--- config.mk ---
export PLATFORM = sky130hd
export DESIGN_NAME = stereo_truncated_ad_cost_volume
export DESIGN_NICKNAME = d
export VERILOG_FILES = /design/src/stca_pkg.sv /design/src/stca_ram.sv /design/src/stca_fifo.sv /design/src/stca_front.sv /design/src/stca_back.sv /design/src/stereo_truncated_ad_cost_volume.sv
export SDC_FILE = /design/constraint.sdc
export NUM_CORES = 1
export LEC_CHECK = 0
export BUFFER_PORTS_ARGS = -buffer_cell sky130_fd_sc_hd__buf_4
export CAP_MARGIN = 10
export CORE_ASPECT_RATIO = 1.25
export CORE_MARGIN = 3
export CORE_UTILIZATION = 45
export DETAILED_ROUTE_END_ITERATION = 6
export PLACE_DENSITY_LB_ADDON = 0.08
export SYNTH_ARGS = -nofsm -noshare
export SYNTH_HDL_FRONTEND = slang
export SYNTH_SLANG_ARGS = --single-unit
--- constraint.sdc ---
create_clock -name clk -period 5.6 [get_ports clk]
set_input_delay 0.28 -clock clk [delete_from_list [all_inputs] [get_ports clk]]
set_output_delay 0.28 -clock clk [all_outputs]
set_load 0.01 [all_outputs]
--- src/stca_pkg.sv ---
// Shared types and constants of the truncated absolute-difference cost block.
// Holds the request and result structs, the command passed from front to back,
// configuration register codes and the sequencer state type. No dependencies.
package stca_pkg;

    localparam int PIX_W      = 8;
    localparam int DISP_W     = 6;
    localparam int COUNT_W    = 7;
    localparam int LWIDTH_W   = 13;
    localparam int CFG_IDX_W  = 2;
    localparam int CFG_DATA_W = 13;

    localparam logic [PIX_W-1:0]    THRESHOLD_RST  = 8'd20;
    localparam logic [COUNT_W-1:0]  DISP_COUNT_RST = 7'd64;
    localparam logic [LWIDTH_W-1:0] LINE_WIDTH_RST = 13'd640;

    localparam logic [DISP_W-1:0] NEAR_COL_MAX = 6'd63;

    typedef enum logic [CFG_IDX_W-1:0] {
        CFG_THRESHOLD  = 2'd0,
        CFG_DISP_COUNT = 2'd1,
        CFG_LINE_WIDTH = 2'd2
    } cfg_index_t;

    typedef enum logic {
        BK_IDLE = 1'b0,
        BK_RUN  = 1'b1
    } back_state_t;

    typedef struct packed {
        logic [PIX_W-1:0] left_pixel;
        logic [PIX_W-1:0] right_pixel;
    } in_item_t;

    typedef struct packed {
        logic [PIX_W-1:0]  cost;
        logic [DISP_W-1:0] disparity;
        logic              last_of_pixel;
    } out_item_t;

    typedef struct packed {
        logic [PIX_W-1:0]   left_pixel;
        logic [PIX_W-1:0]   right_pixel;
        logic [DISP_W-1:0]  slot;
        logic [DISP_W-1:0]  near_col;
        logic [COUNT_W-1:0] count;
        logic               first_col;
    } cmd_t;

endpackage

--- src/stca_ram.sv ---
// Generic single-write, single-read RAM with registered read data.
// No dependencies.
module stca_ram #(
    parameter int WIDTH = 8,
    parameter int DEPTH = 64
) (
    input  logic                                   clk,
    input  logic                                   we,
    input  logic [((DEPTH > 1) ? $clog2(DEPTH) : 1)-1:0] waddr,
    input  logic [WIDTH-1:0]                       wdata,
    input  logic                                   re,
    input  logic [((DEPTH > 1) ? $clog2(DEPTH) : 1)-1:0] raddr,
    output logic [WIDTH-1:0]                       rdata
);

    logic [WIDTH-1:0] mem_reg [DEPTH];
    logic [WIDTH-1:0] rdata_reg;

    always_ff @(posedge clk)
    begin
        if (we)
        begin
            mem_reg[waddr] <= wdata;
        end
        if (re)
        begin
            rdata_reg <= mem_reg[raddr];
        end
    end

    assign rdata = rdata_reg;

endmodule

--- src/stca_fifo.sv ---
// Small first-in first-out queue of packed words, power-of-two depth.
// No dependencies.
module stca_fifo #(
    parameter int WIDTH = 8,
    parameter int DEPTH = 2
) (
    input  logic                       clk,
    input  logic                       rst_n,
    input  logic                       push,
    input  logic [WIDTH-1:0]           wdata,
    output logic                       full,
    input  logic                       pop,
    output logic [WIDTH-1:0]           rdata,
    output logic                       empty,
    output logic [$clog2(DEPTH):0]     count
);

    localparam int PW = $clog2(DEPTH);

    logic [WIDTH-1:0] mem_reg [DEPTH];
    logic [PW-1:0]    wr_ptr_reg;
    logic [PW-1:0]    rd_ptr_reg;
    logic [PW:0]      count_reg;
    logic [PW-1:0]    wr_ptr_next;
    logic [PW-1:0]    rd_ptr_next;
    logic [PW:0]      count_next;
    logic             do_push;
    logic             do_pop;

    assign full    = (count_reg == (PW+1)'(DEPTH));
    assign empty   = (count_reg == '0);
    assign do_push = push && !full;
    assign do_pop  = pop && !empty;
    assign rdata   = mem_reg[rd_ptr_reg];
    assign count   = count_reg;

    always_comb
    begin
        wr_ptr_next = do_push ? wr_ptr_reg + 1'b1 : wr_ptr_reg;
        rd_ptr_next = do_pop ? rd_ptr_reg + 1'b1 : rd_ptr_reg;
        count_next  = count_reg;
        if (do_push && !do_pop)
        begin
            count_next = count_reg + 1'b1;
        end
        else if (do_pop && !do_push)
        begin
            count_next = count_reg - 1'b1;
        end
    end

    always_ff @(posedge clk or negedge rst_n)
    begin
        if (!rst_n)
        begin
            wr_ptr_reg <= '0;
            rd_ptr_reg <= '0;
            count_reg  <= '0;
        end
        else
        begin
            wr_ptr_reg <= wr_ptr_next;
            rd_ptr_reg <= rd_ptr_next;
            count_reg  <= count_next;
        end
    end

    always_ff @(posedge clk)
    begin
        if (do_push)
        begin
            mem_reg[wr_ptr_reg] <= wdata;
        end
    end

endmodule

--- src/stca_front.sv ---
// Front part: configuration registers, column and history slot counters, and
// classification of each request into a command. Depends on stca_pkg.
module stca_front
    import stca_pkg::*;
#(
    parameter int MAX_DISP  = 64,
    parameter int MAX_WIDTH = 4096
) (
    input  logic                  clk,
    input  logic                  rst_n,
    input  logic                  cfg_we,
    input  logic [CFG_IDX_W-1:0]  cfg_index,
    input  logic [CFG_DATA_W-1:0] cfg_data,
    input  logic                  accept,
    input  in_item_t              in_item,
    output cmd_t                  cmd,
    output logic [PIX_W-1:0]      threshold
);

    localparam int CW = $clog2(MAX_WIDTH);
    localparam int WW = $clog2(MAX_WIDTH + 1);
    localparam int EW = (WW > LWIDTH_W) ? WW : LWIDTH_W;

    logic [PIX_W-1:0]    threshold_reg;
    logic [COUNT_W-1:0]  disp_count_reg;
    logic [LWIDTH_W-1:0] line_width_reg;
    logic [CW-1:0]       column_reg;
    logic [DISP_W-1:0]   slot_reg;
    logic [CW-1:0]       column_next;
    logic [DISP_W-1:0]   slot_next;
    logic [EW-1:0]       eff_width;
    logic [EW-1:0]       col_inc;
    logic [COUNT_W-1:0]  eff_count;

    always_comb
    begin
        eff_width = EW'(line_width_reg);
        if (line_width_reg == '0)
        begin
            eff_width = EW'(1);
        end
        else if (EW'(line_width_reg) > EW'(MAX_WIDTH))
        begin
            eff_width = EW'(MAX_WIDTH);
        end

        eff_count = disp_count_reg;
        if (disp_count_reg == '0)
        begin
            eff_count = COUNT_W'(1);
        end
        else if (disp_count_reg > COUNT_W'(MAX_DISP))
        begin
            eff_count = COUNT_W'(MAX_DISP);
        end
        if (EW'(eff_count) > eff_width)
        begin
            eff_count = eff_width[COUNT_W-1:0];
        end
    end

    always_comb
    begin
        col_inc = EW'(column_reg) + EW'(1);
        if (col_inc >= eff_width)
        begin
            column_next = '0;
            slot_next   = '0;
        end
        else
        begin
            column_next = col_inc[CW-1:0];
            slot_next   = (slot_reg == DISP_W'(MAX_DISP - 1)) ? '0 : slot_reg + 1'b1;
        end
    end

    always_comb
    begin
        cmd.left_pixel  = in_item.left_pixel;
        cmd.right_pixel = in_item.right_pixel;
        cmd.slot        = slot_reg;
        cmd.near_col    = (EW'(column_reg) >= EW'(NEAR_COL_MAX)) ?
                          NEAR_COL_MAX : DISP_W'(column_reg);
        cmd.count       = eff_count;
        cmd.first_col   = (column_reg == '0);
    end

    assign threshold = threshold_reg;

    always_ff @(posedge clk or negedge rst_n)
    begin
        if (!rst_n)
        begin
            threshold_reg  <= THRESHOLD_RST;
            disp_count_reg <= DISP_COUNT_RST;
            line_width_reg <= LINE_WIDTH_RST;
            column_reg     <= '0;
            slot_reg       <= '0;
        end
        else
        begin
            if (cfg_we)
            begin
                unique case (cfg_index)
                    CFG_THRESHOLD:  threshold_reg  <= cfg_data[PIX_W-1:0];
                    CFG_DISP_COUNT: disp_count_reg <= cfg_data[COUNT_W-1:0];
                    CFG_LINE_WIDTH: line_width_reg <= cfg_data[LWIDTH_W-1:0];
                    default:        ;
                endcase
            end
            if (accept)
            begin
                column_reg <= column_next;
                slot_reg   <= slot_next;
            end
        end
    end

endmodule

--- src/stca_back.sv ---
// Back part: takes commands, stores the left pixel in the history RAM and steps
// through the disparities, one RAM read and one cost a cycle while the output queue has room.
// Depends on stca_pkg and stca_ram.
module stca_back
    import stca_pkg::*;
#(
    parameter int MAX_DISP  = 64,
    parameter int OUT_DEPTH = 4
) (
    input  logic                         clk,
    input  logic                         rst_n,
    input  cmd_t                         cmd,
    input  logic                         cmd_empty,
    output logic                         cmd_pop,
    input  logic [PIX_W-1:0]             threshold,
    input  logic [$clog2(OUT_DEPTH):0]   out_count,
    output logic                         out_push,
    output out_item_t                    out_item
);

    localparam int AW  = (MAX_DISP > 1) ? $clog2(MAX_DISP) : 1;
    localparam int OCW = $clog2(OUT_DEPTH) + 1;

    back_state_t       state_reg;
    back_state_t       state_next;
    cmd_t              cur_reg;
    logic [DISP_W-1:0] d_reg;
    logic [DISP_W-1:0] d_next;
    logic [PIX_W-1:0]  row_first_reg;
    logic [PIX_W-1:0]  row_first_next;
    logic              b_valid_reg;
    logic [DISP_W-1:0] b_d_reg;
    logic              b_last_reg;
    logic              b_use_first_reg;

    logic              issue;
    logic              credit_ok;
    logic              last_d;
    logic [DISP_W:0]   addr_wide;
    logic [PIX_W-1:0]  ram_rdata;
    logic [PIX_W-1:0]  left_val;
    logic [PIX_W-1:0]  diff;

    assign credit_ok = (({1'b0, out_count} + (OCW+1)'(b_valid_reg)) < (OCW+1)'(OUT_DEPTH));
    assign last_d    = ((COUNT_W'(d_reg) + COUNT_W'(1)) == cur_reg.count);

    always_comb
    begin
        state_next = state_reg;
        unique case (state_reg)
            BK_IDLE:
            begin
                if (!cmd_empty)
                begin
                    state_next = BK_RUN;
                end
            end
            BK_RUN:
            begin
                if (credit_ok && last_d)
                begin
                    state_next = BK_IDLE;
                end
            end
            default: state_next = BK_IDLE;
        endcase
    end

    always_comb
    begin
        cmd_pop = 1'b0;
        issue   = 1'b0;
        unique case (state_reg)
            BK_IDLE: cmd_pop = !cmd_empty;
            BK_RUN:  issue   = credit_ok;
            default: ;
        endcase
    end

    always_comb
    begin
        d_next         = d_reg;
        row_first_next = row_first_reg;
        if (cmd_pop)
        begin
            d_next = '0;
            if (cmd.first_col)
            begin
                row_first_next = cmd.left_pixel;
            end
        end
        else if (issue)
        begin
            d_next = d_reg + 1'b1;
        end
    end

    always_comb
    begin
        if (cur_reg.slot >= d_reg)
        begin
            addr_wide = {1'b0, cur_reg.slot} - {1'b0, d_reg};
        end
        else
        begin
            addr_wide = {1'b0, cur_reg.slot} + (DISP_W+1)'(MAX_DISP) - {1'b0, d_reg};
        end
    end

    stca_ram #(
        .WIDTH (PIX_W),
        .DEPTH (MAX_DISP)
    ) u_history (
        .clk   (clk),
        .we    (cmd_pop),
        .waddr (cmd.slot[AW-1:0]),
        .wdata (cmd.left_pixel),
        .re    (issue),
        .raddr (addr_wide[AW-1:0]),
        .rdata (ram_rdata)
    );

    always_comb
    begin
        left_val = b_use_first_reg ? row_first_reg : ram_rdata;
        diff     = (cur_reg.right_pixel > left_val) ? cur_reg.right_pixel - left_val
                                                    : left_val - cur_reg.right_pixel;
        out_item.cost          = (diff > threshold) ? threshold : diff;
        out_item.disparity     = b_d_reg;
        out_item.last_of_pixel = b_last_reg;
    end

    assign out_push = b_valid_reg;

    always_ff @(posedge clk or negedge rst_n)
    begin
        if (!rst_n)
        begin
            state_reg   <= BK_IDLE;
            d_reg       <= '0;
            b_valid_reg <= 1'b0;
        end
        else
        begin
            state_reg   <= state_next;
            d_reg       <= d_next;
            b_valid_reg <= issue;
        end
    end

    always_ff @(posedge clk)
    begin
        row_first_reg <= row_first_next;
        if (cmd_pop)
        begin
            cur_reg <= cmd;
        end
        if (issue)
        begin
            b_d_reg         <= d_reg;
            b_last_reg      <= last_d;
            b_use_first_reg <= (cur_reg.near_col < d_reg);
        end
    end

`ifndef ASSERT_OFF
    a_result_fits: assert property (@(posedge clk) disable iff (!rst_n)
        b_valid_reg |-> ({1'b0, out_count} < (OCW+1)'(OUT_DEPTH)))
        else $error("result pushed into a full output queue");

    a_disp_in_range: assert property (@(posedge clk) disable iff (!rst_n)
        (state_reg == BK_RUN) |-> (COUNT_W'(d_reg) < cur_reg.count))
        else $error("disparity step beyond the count of the pixel");

    a_no_write_during_read: assert property (@(posedge clk) disable iff (!rst_n)
        !(cmd_pop && issue))
        else $error("history write and read issued together");

    a_last_returns_idle: assert property (@(posedge clk) disable iff (!rst_n)
        (issue && last_d) |=> (state_reg == BK_IDLE))
        else $error("sequencer did not stop after the last disparity");
`endif

endmodule

--- src/stereo_truncated_ad_cost_volume.sv ---
// Truncated absolute-difference stereo matching cost, one cost per disparity.
// The back sequencer loads one queued command at a time, then issues one history
// RAM read and one cost per cycle while the output queue has room; the front
// accepts further requests into the command queue until it is full.
// Reset: asynchronous, clears counters, queues and configuration to defaults;
// the left history RAM is not cleared and is written before it is read.
module stereo_truncated_ad_cost_volume
    import stca_pkg::*;
#(
    parameter int MAX_DISP  = 64,
    parameter int MAX_WIDTH = 4096
) (
    input  logic                  clk,
    input  logic                  rst_n,
    input  logic                  push,
    input  in_item_t              in_item,
    output logic                  full,
    input  logic                  pop,
    output out_item_t             out_item,
    output logic                  empty,
    input  logic                  cfg_valid,
    output logic                  cfg_ready,
    input  logic [CFG_IDX_W-1:0]  cfg_index,
    input  logic [CFG_DATA_W-1:0] cfg_data
);

    localparam int CMD_DEPTH = 2;
    localparam int OUT_DEPTH = 4;

    cmd_t                       front_cmd;
    cmd_t                       back_cmd;
    logic                       cmd_full;
    logic                       cmd_empty;
    logic                       cmd_pop;
    logic                       accept;
    logic [PIX_W-1:0]           threshold;
    logic                       res_push;
    out_item_t                  res_item;
    logic [$clog2(OUT_DEPTH):0] out_count;
    logic [$bits(out_item_t)-1:0] out_word;

    assign cfg_ready = 1'b1;
    assign full      = cmd_full;
    assign accept    = push && !cmd_full;

    stca_front #(
        .MAX_DISP  (MAX_DISP),
        .MAX_WIDTH (MAX_WIDTH)
    ) u_front (
        .clk       (clk),
        .rst_n     (rst_n),
        .cfg_we    (cfg_valid && cfg_ready),
        .cfg_index (cfg_index),
        .cfg_data  (cfg_data),
        .accept    (accept),
        .in_item   (in_item),
        .cmd       (front_cmd),
        .threshold (threshold)
    );

    stca_fifo #(
        .WIDTH ($bits(cmd_t)),
        .DEPTH (CMD_DEPTH)
    ) u_cmd_q (
        .clk   (clk),
        .rst_n (rst_n),
        .push  (accept),
        .wdata (front_cmd),
        .full  (cmd_full),
        .pop   (cmd_pop),
        .rdata (back_cmd),
        .empty (cmd_empty),
        .count ()
    );

    stca_back #(
        .MAX_DISP  (MAX_DISP),
        .OUT_DEPTH (OUT_DEPTH)
    ) u_back (
        .clk       (clk),
        .rst_n     (rst_n),
        .cmd       (back_cmd),
        .cmd_empty (cmd_empty),
        .cmd_pop   (cmd_pop),
        .threshold (threshold),
        .out_count (out_count),
        .out_push  (res_push),
        .out_item  (res_item)
    );

    stca_fifo #(
        .WIDTH ($bits(out_item_t)),
        .DEPTH (OUT_DEPTH)
    ) u_out_q (
        .clk   (clk),
        .rst_n (rst_n),
        .push  (res_push),
        .wdata (res_item),
        .full  (),
        .pop   (pop),
        .rdata (out_word),
        .empty (empty),
        .count (out_count)
    );

    assign out_item = out_item_t'(out_word);

endmodule
==> qor.json, run 1 <==
{
  "r2r.worst_path.cells": {"value": 15},
  "end_kind": {"value": "register"},
  "synth.top_cell.area_share": {"value": 66.3, "unit": "%"},
  "synth_common_cells": {"value": "sky130_fd_sc_hd__edfxtp_1 (695), sky130_fd_sc_hd__mux4_2 (143), sky130_fd_sc_hd__nor2_1 (91), sky130_fd_sc_hd__nand2_1 (75), sky130_fd_sc_hd__mux2_2 (68)"},
  "synth_flop_cell": {"value": "sky130_fd_sc_hd__edfxtp_1"},
  "critical_hold_path_startpoint": {"value": "cfg_index[0]"},
  "cts-buffers-inserted": {"value": 77},
  "port_buffer_cells": {"value": 52},
  "post_synth_main_area_contributors": {"value": "sky130_fd_sc_hd__edfxtp_1 (66%), sky130_fd_sc_hd__mux4_2 (10%), sky130_fd_sc_hd__dfrtp_1 (4.8%), sky130_fd_sc_hd__ha_1 (2.5%), sky130_fd_sc_hd__mux2_2 (2.4%)"},
  "crit_arrival": {"value": 4840, "unit": "ps"},
  "n_antenna_cell": {"value": 0},
  "use_met3": {"value": 2.93, "unit": "%"},
  "aggregate_negative_setup_slack": {"value": 0, "unit": "ps"},
  "finalCritPeriodShare": {"value": 80.3, "unit": "%"},
  "die_w": {"value": 243, "unit": "um"},
  "cts.clk_slew.worst_paths": {"value": 60, "unit": "ps"},
  "drt_initial_violations": {"value": 1032},
  "cell_with_the_largest_stage_delay_on_the_worst_path": {"value": "sky130_fd_sc_hd__edfxtp_1"},
  "largest_register_ff_count": {"value": 512},
  "via_per_inst": {"value": 5.53},
  "worst_path_largest_cell_delay": {"value": 610, "unit": "ps"},
  "placementRows": {"value": 107},
  "synth-edff-count": {"value": 695},
  "total_drc_errors_in_the_routed_layout": {"value": 0},
  "dr.pass1.iters": {"value": 5},
  "worstPathCellList": {"value": "mux2i_1, inv_1, ha_1, nand4_1, o22ai_4, mux2_2, a31oi_1, xnor2_1, ha_1, a21oi_1, nor2_1, a211oi_1, o21ai_0, o21a_1, mux2_2"},
  "regToRegStartpoint": {"value": "u_back.b_use_first_reg"},
  "clk_path_buf_depth": {"value": 3},
  "worst_tran_pin_value": {"value": 1100, "unit": "ps"},
  "wire_per_inst": {"value": 24.4, "unit": "um"},
  "core_occupancy_in_the_finished_layout": {"value": 52.1, "unit": "%"},
  "hold_ws": {"value": 167, "unit": "ps"},
  "worstPathMaxFanout": {"value": 10},
  "power.ir.vdd_worst": {"value": 0.000276, "unit": "V"},
  "number_of_warnings_printed_during_yosys_synthesis": {"value": 0},
  "grt-ovfl-total": {"value": 0},
  "preCtsSetupSlack": {"value": 1090, "unit": "ps"},
  "synth.largest_area_cell": {"value": "sky130_fd_sc_hd__edfxtp_1"},
  "fmaxAchievable": {"value": 0.222, "unit": "GHz"},
  "setup_viol": {"value": 0},
  "die_area": {"value": 73200, "unit": "um2"},
  "post-synth-top-count-cell": {"value": "sky130_fd_sc_hd__edfxtp_1"},
  "power_density": {"value": 531, "unit": "nW/um2"},
  "io_pins": {"value": 54},
  "route.vias.total": {"value": 15813},
  "weighted_congestion_reported_at_the_end_of_routability_driven_placement": {"value": 0.774},
  "critical_path.startpoint": {"value": "u_back.b_use_first_reg"},
  "syn_to_final_growth": {"value": 13.7, "unit": "%"},
  "insertion_delay": {"value": 610, "unit": "ps"},
  "synth-seq-cells": {"value": 760},
  "path_class": {"value": "reg2reg"},
  "postCtsSetupBuffers": {"value": 0},
  "post_synth_arst_share": {"value": 8.55, "unit": "%"},
  "status": {"value": "completed"},
  "yosysSeqAreaShare": {"value": 71.5, "unit": "%"},
  "hold_violations": {"value": 0},
  "grt_first_pass_wirelength": {"value": 106, "unit": "mm"},
  "tritoncts_num_sinks": {"value": 760},
  "grtUsageMet1": {"value": 23.3, "unit": "%"},
  "ctsHoldBuffers": {"value": 31},
  "synth.net_count": {"value": 1845},
  "drt_wl_total": {"value": 69.7, "unit": "mm"},
  "worst_setup_path_start_kind": {"value": "register"},
  "timing.max_slew.rel_slack": {"value": 26.8, "unit": "%"},
  "slew_viol_final": {"value": 0},
  "worst_hold_path.num_cells": {"value": 5},
  "grt_antenna_before_repair": {"value": 0},
  "grt_use_total": {"value": 19.3, "unit": "%"},
  "netlist-cell-type-count": {"value": 59},
  "die_h": {"value": 302, "unit": "um"},
  "post_synth.cell_area_avg": {"value": 18.1, "unit": "um2"},
  "drv.max_cap_violation_count": {"value": 0},
  "tritoncts": {"value": "done"},
  "worstHoldPathType": {"value": "in2reg"},
  "synthCells": {"value": 1741},
  "worst_skew": {"value": 16.6, "unit": "ps"},
  "cellLeakagePower": {"value": 12.2, "unit": "nW"},
  "netlist_area": {"value": 31500, "unit": "um2"},
  "grt_start_max_net_pins": {"value": 66},
  "cts_resized": {"value": 0},
  "layout.nets": {"value": 1973},
  "grt_busiest_layer": {"value": "met2"},
  "initial_core_util": {"value": 45.8, "unit": "%"},
  "htree_levels": {"value": 3},
  "global_routing_usage_on_met2": {"value": 35.4, "unit": "%"},
  "finalWorstPathRequiredPeriod": {"value": 4500, "unit": "ps"},
  "grt_pass1_vias": {"value": 16928},
  "final_antenna_net_count": {"value": 0},
  "required": {"value": 5940, "unit": "ps"},
  "placeableCoreArea": {"value": 68700, "unit": "um2"},
  "layout-drive-gt1-share": {"value": 22.2, "unit": "%"},
  "clock_tree.root_cell": {"value": "sky130_fd_sc_hd__clkbuf_16"},
  "fin_total_pwr": {"value": 19.0, "unit": "mW"},
  "final_critical_path_setup_slack": {"value": 1100, "unit": "ps"},
  "hpwl": {"value": 44.7, "unit": "mm"},
  "unrepaired_setup_endpoints_after_global_routing": {"value": "false"}
}
-- layout make-up --
type / instances / area, um2
multi-input cells: 851 / 8520
repair buffers: 120 / 1020
flip-flops and latches: 760 / 22500
fillers: 5558 / 32900
inverters: 59 / 221
clock inverters: 36 / 285
clock buffers: 105 / 2100
well taps: 926 / 1160
-- report_power, final --
group	internal (mW)	leakage, nW	switching, mW
combinational	2.68	3.97	3.64
sequential	7.39	7.07	0.379
clock	2.82	1.16	2.10
total	12.9	12.2	6.12
-- placed cells by master (no fill, tap or decap), types with 35 or more instances in the layout --
cell | Yosys | layout
sky130_fd_sc_hd__mux2_2 | 68 | 68
sky130_fd_sc_hd__o21ai_0 | 38 | 38
sky130_fd_sc_hd__mux2i_1 | 58 | 58
sky130_fd_sc_hd__nor2b_1 | 35 | 35
sky130_fd_sc_hd__clkbuf_16 | 0 | 79
sky130_fd_sc_hd__nand2_1 | 75 | 75
sky130_fd_sc_hd__a211oi_1 | 42 | 42
sky130_fd_sc_hd__mux4_2 | 143 | 143
sky130_fd_sc_hd__ha_1 | 64 | 63
sky130_fd_sc_hd__dfrtp_1 | 60 | 59
sky130_fd_sc_hd__nor2_1 | 91 | 90
sky130_fd_sc_hd__inv_1 | 59 | 59
sky130_fd_sc_hd__buf_4 | 6 | 86
sky130_fd_sc_hd__edfxtp_1 | 695 | 695
-- routing by layer --
layer | wire length [um] | vias to the layer above | share of wire (%)
met3 | 2770 | 115 | 4.0
met1 | 27700 | 8212 | 40
li1 | - | 7146 | -
met2 | 37200 | 340 | 53
met5 | 0 | - | 0
met4 | 2110 | 0 | 3.0
-- metrics by stage --
step                cells  instance area (um2)
floorplan            1741                31500
global placement     2685                33100
detailed placement   2685                33100
CTS                  2857                35800
global route         2857                35800
finish               2857                35800
-- worst max-delay path: cells and delay by family, from the launching register on --
| family | cells | cell delay (ps) |
|---|---|---|
| AND/OR/NAND/NOR | 2 | 260 |
| AO/OA/AOI/OAI | 6 | 1270 |
| multiplexers | 3 | 1170 |
| adder cells (fa/ha/maj) | 2 | 620 |
| buffers and inverters | 1 | 150 |
| XOR/XNOR | 1 | 170 |
| flip-flops | 1 | 610 |
-- worst paths after layout --
check                                    endpoint  slack [ps]
setup / recovery           u_out_q.mem_reg[2][10]        1100
setup reg to reg           u_out_q.mem_reg[2][10]        1100
min in group asynchronous  u_front.column_reg[11]         350
hold reg to reg                  u_cmd_q.count[1]         520
max in group asynchronous      u_cmd_q.rd_ptr_reg        4630
hold / removal               u_front.threshold[4]         170
-- cells by family after synthesis --
family,Yosys count,synth area share (%)
xor+xnor,42,1.17
buf+inv,130,1.72
mux,269,14.5
other cells,1,0.0119
flops,760,71.5
simple gates,283,4.24
fa+ha+maj,68,2.80
compound gates,188,4.10
(Power assumes the default switching activity.)
==> run 2, diff against run 1 <==
- clock period: 5.6 -> 4.27 ns (I/O delays scaled with it)
==> qor.json, run 2 (synthesis results as in run 1) <==
{
  "placeableCoreArea": {"value": 68700, "unit": "um2", "change": "unchanged"},
  "global_routing_usage_on_met2": {"value": 33.5, "unit": "%", "change": "-1.9 points"},
  "insertion_delay": {"value": 610, "unit": "ps", "change": "about the same"},
  "n_antenna_cell": {"value": 0, "change": "unchanged"},
  "total_drc_errors_in_the_routed_layout": {"value": 0, "change": "unchanged"},
  "grt_use_total": {"value": 19.5, "unit": "%", "change": "+0.15 points"},
  "final_cell_mix": {"value": "sky130_fd_sc_hd__edfxtp_1 (695), sky130_fd_sc_hd__mux4_2 (143), sky130_fd_sc_hd__buf_4 (104)"},
  "cts-buffers-inserted": {"value": 77, "change": "unchanged"},
  "final_critical_path_setup_slack": {"value": 174, "unit": "ps", "change": "-926 ps"},
  "path_class": {"value": "reg2reg"},
  "drt_initial_violations": {"value": 1142, "change": "+11%"},
  "fmaxAchievable": {"value": 0.244, "unit": "GHz", "change": "+9.9%"},
  "cellLeakagePower": {"value": 12.3, "unit": "nW", "change": "+1.1%"},
  "crit_family": {"value": "compound AO/OA/AOI/OAI gates"},
  "finalCritPeriodShare": {"value": 95.9, "unit": "%", "change": "+16 points"},
  "die_h": {"value": 302, "unit": "um", "change": "unchanged"},
  "power.ir.vdd_worst": {"value": 0.000372, "unit": "V", "change": "+35%"},
  "core_occupancy_in_the_finished_layout": {"value": 52.6, "unit": "%", "change": "+0.43 points"},
  "drt_wl_total": {"value": 70.3, "unit": "mm", "change": "+0.93%"},
  "worstPathCellList": {"value": "buf_12, mux2i_1, inv_1, ha_4, inv_1, fa_1, nand3_2, a21oi_2, o22ai_4, buf_4, mux2i_1, a221oi_2, xnor2_1, ha_1, nand2_1, nor2_1, a211oi_2, o21ai_1, o21a_2, mux2_2"},
  "final_antenna_net_count": {"value": 0, "change": "unchanged"},
  "grt_pass1_vias": {"value": 16799, "change": "-0.76%"},
  "worst_setup_path_start_kind": {"value": "register"},
  "grt_first_pass_wirelength": {"value": 106, "unit": "mm", "change": "+0.41%"},
  "layout-drive-gt1-share": {"value": 23.6, "unit": "%", "change": "+1.3 points"},
  "design_area": {"value": 36100, "unit": "um2", "change": "+0.82%"},
  "status": {"value": "completed"},
  "timing.max_slew.rel_slack": {"value": 29.3, "unit": "%", "change": "+2.5 points"},
  "critical_path.n_buffers_inverters": {"value": 4, "change": "+3"},
  "worst_skew": {"value": 27.9, "unit": "ps", "change": "+11.2 ps"},
  "largest_register_ff_count": {"value": 512, "change": "unchanged"},
  "worst_path_largest_cell_delay": {"value": 410, "unit": "ps", "change": "-200 ps"},
  "cts.clk_slew.worst_paths": {"value": 60, "unit": "ps", "change": "about the same"},
  "finalWorstPathRequiredPeriod": {"value": 4100, "unit": "ps", "change": "-404 ps"},
  "die_w": {"value": 243, "unit": "um", "change": "unchanged"},
  "slew_viol_final": {"value": 0, "change": "unchanged"},
  "worst_tran_pin_value": {"value": 1060, "unit": "ps", "change": "-37.0 ps"},
  "layout.nets": {"value": 1998, "change": "+1.3%"},
  "port_buffer_cells": {"value": 52, "change": "unchanged"},
  "leading_cell_type_in_the_layout_fill_and_taps_excluded": {"value": "sky130_fd_sc_hd__edfxtp_1"},
  "power_density": {"value": 699, "unit": "nW/um2", "change": "+32%"},
  "placementRows": {"value": 107, "change": "unchanged"},
  "worstHoldPathType": {"value": "in2reg"},
  "clock_tree.root_cell": {"value": "sky130_fd_sc_hd__clkbuf_16"},
  "hpwl": {"value": 44.9, "unit": "mm", "change": "+0.58%"},
  "layout.cells.non_filler": {"value": 2875, "change": "+0.63%"},
  "dr.pass1.iters": {"value": 5, "change": "unchanged"},
  "via_per_inst": {"value": 5.56, "change": "+0.44%"},
  "route.vias.total": {"value": 15982, "change": "+1.1%"},
  "wire_per_inst": {"value": 24.5, "unit": "um", "change": "+0.29%"},
  "numPlacedInstances": {"value": 2707, "change": "+0.82%"},
  "use_met3": {"value": 2.81, "unit": "%", "change": "-0.12 points"},
  "grt_busiest_layer": {"value": "met2"},
  "worstPathMaxFanout": {"value": 8, "change": "-2"},
  "drv.max_cap_violation_count": {"value": 0, "change": "unchanged"},
  "htree_levels": {"value": 3, "change": "unchanged"},
  "syn_to_final_growth": {"value": 14.7, "unit": "%"},
  "tritoncts": {"value": "done"},
  "grt-ovfl-total": {"value": 0, "change": "unchanged"},
  "preCtsSetupSlack": {"value": -95.6, "unit": "ps", "change": "-1180 ps"},
  "hold_violations": {"value": 0, "change": "unchanged"},
  "cell_with_the_largest_stage_delay_on_the_worst_path": {"value": "sky130_fd_sc_hd__edfxtp_1"},
  "die_area": {"value": 73200, "unit": "um2", "change": "unchanged"},
  "tritoncts_num_sinks": {"value": 760, "change": "unchanged"},
  "initial_core_util": {"value": 45.8, "unit": "%", "change": "unchanged"},
  "postPlaceCellArea": {"value": 33300, "unit": "um2", "change": "+0.70%"},
  "setup_viol": {"value": 0, "change": "unchanged"},
  "grt_antenna_before_repair": {"value": 0, "change": "unchanged"},
  "end_kind": {"value": "register"},
  "grtUsageMet1": {"value": 25.3, "unit": "%", "change": "+2.0 points"},
  "hold_ws": {"value": 63.8, "unit": "ps", "change": "-103 ps"},
  "clk_path_buf_depth": {"value": 3, "change": "unchanged"},
  "io_pins": {"value": 54, "change": "unchanged"},
  "weighted_congestion_reported_at_the_end_of_routability_driven_placement": {"value": 0.817, "change": "+5.6%"},
  "num-fill-cells": {"value": 5574, "change": "+0.29%"},
  "required": {"value": 4610, "unit": "ps", "change": "-1330 ps"},
  "grt_start_max_net_pins": {"value": 66, "change": "unchanged"},
  "crit_arrival": {"value": 4440, "unit": "ps", "change": "-400 ps"}
}
[run 2: routing by layer]
metal	vias to the layer above	share of wire, %
met2	328	51
met5	-	0
met4	0	3.4
li1	7196	-
met3	115	3.8
met1	8343	42
[run 2: stage by stage]
stage | TNS [ps] | total power [mW]
2_1_floorplan | 0 | 15.8
3_3_place_gp | -66.2 | 18.9
3_5_place_dp | -1470 | 19.0
4_1_cts | 0 | 25.5
5_1_grt | -624 | 26.6
6_report | 0 | 25.2
[run 2: repair_timing]
item / CTS / global route
hold endpoints to repair: 122 / 0
buffers inserted: 1 / 2
setup endpoints to repair: 32 / 32
pin swaps: 0 / 4
hold buffers: 31 / 0
resized for setup: 1 / 14
cloned: 0 / 0
[run 2: final timing paths]
| path | from | endpoint | slack, ps | cells past startpoint |
|---|---|---|---|---|
| hold reg to reg | u_back.d_reg[4] | u_back.b_d_reg[4] | 510 | 0 |
| max in group asynchronous | rst_n | u_cmd_q.rd_ptr_reg | 3370 | 2 |
| setup / recovery | u_back.b_use_first_reg | u_out_q.mem_reg[3][13] | 170 | 20 |
| min in group asynchronous | rst_n | u_front.column_reg[9] | 280 | 2 |
| hold / removal | cfg_index[1] | u_front.threshold[4] | 60 | 5 |
| setup reg to reg | u_back.b_use_first_reg | u_out_q.mem_reg[3][13] | 170 | 20 |
[run 2: final cells by class]
type	count	area [um2]	area share (%)
inverter	59	221	0.613
sequential	760	22500	62.3
clock inverter	33	253	0.700
tap	926	1160	3.21
clock buffer	101	2090	5.79
multi-input combinational	851	8580	23.8
timing repair buffer	145	1290	3.58
[run 2: worst reg2reg max path: cells and delay by family (launching register included)]
kind | cells | cell delay [ps]
AO/OA/AOI/OAI | 6 | 1020
multiplexers | 3 | 740
adder cells (fa/ha/maj) | 3 | 730
buffers and inverters | 4 | 490
flip-flops | 1 | 410
AND/OR/NAND/NOR | 3 | 330
XOR/XNOR | 1 | 130
[run 2: where the power goes]
part,switching [mW],internal (mW),total [mW],leakage [nW]
Sequential,0.474,9.69,10.2,7.07
Combinational,4.93,3.79,8.72,4.13
Clock,2.73,3.63,6.36,1.14
Total,8.14,17.1,25.2,12.3
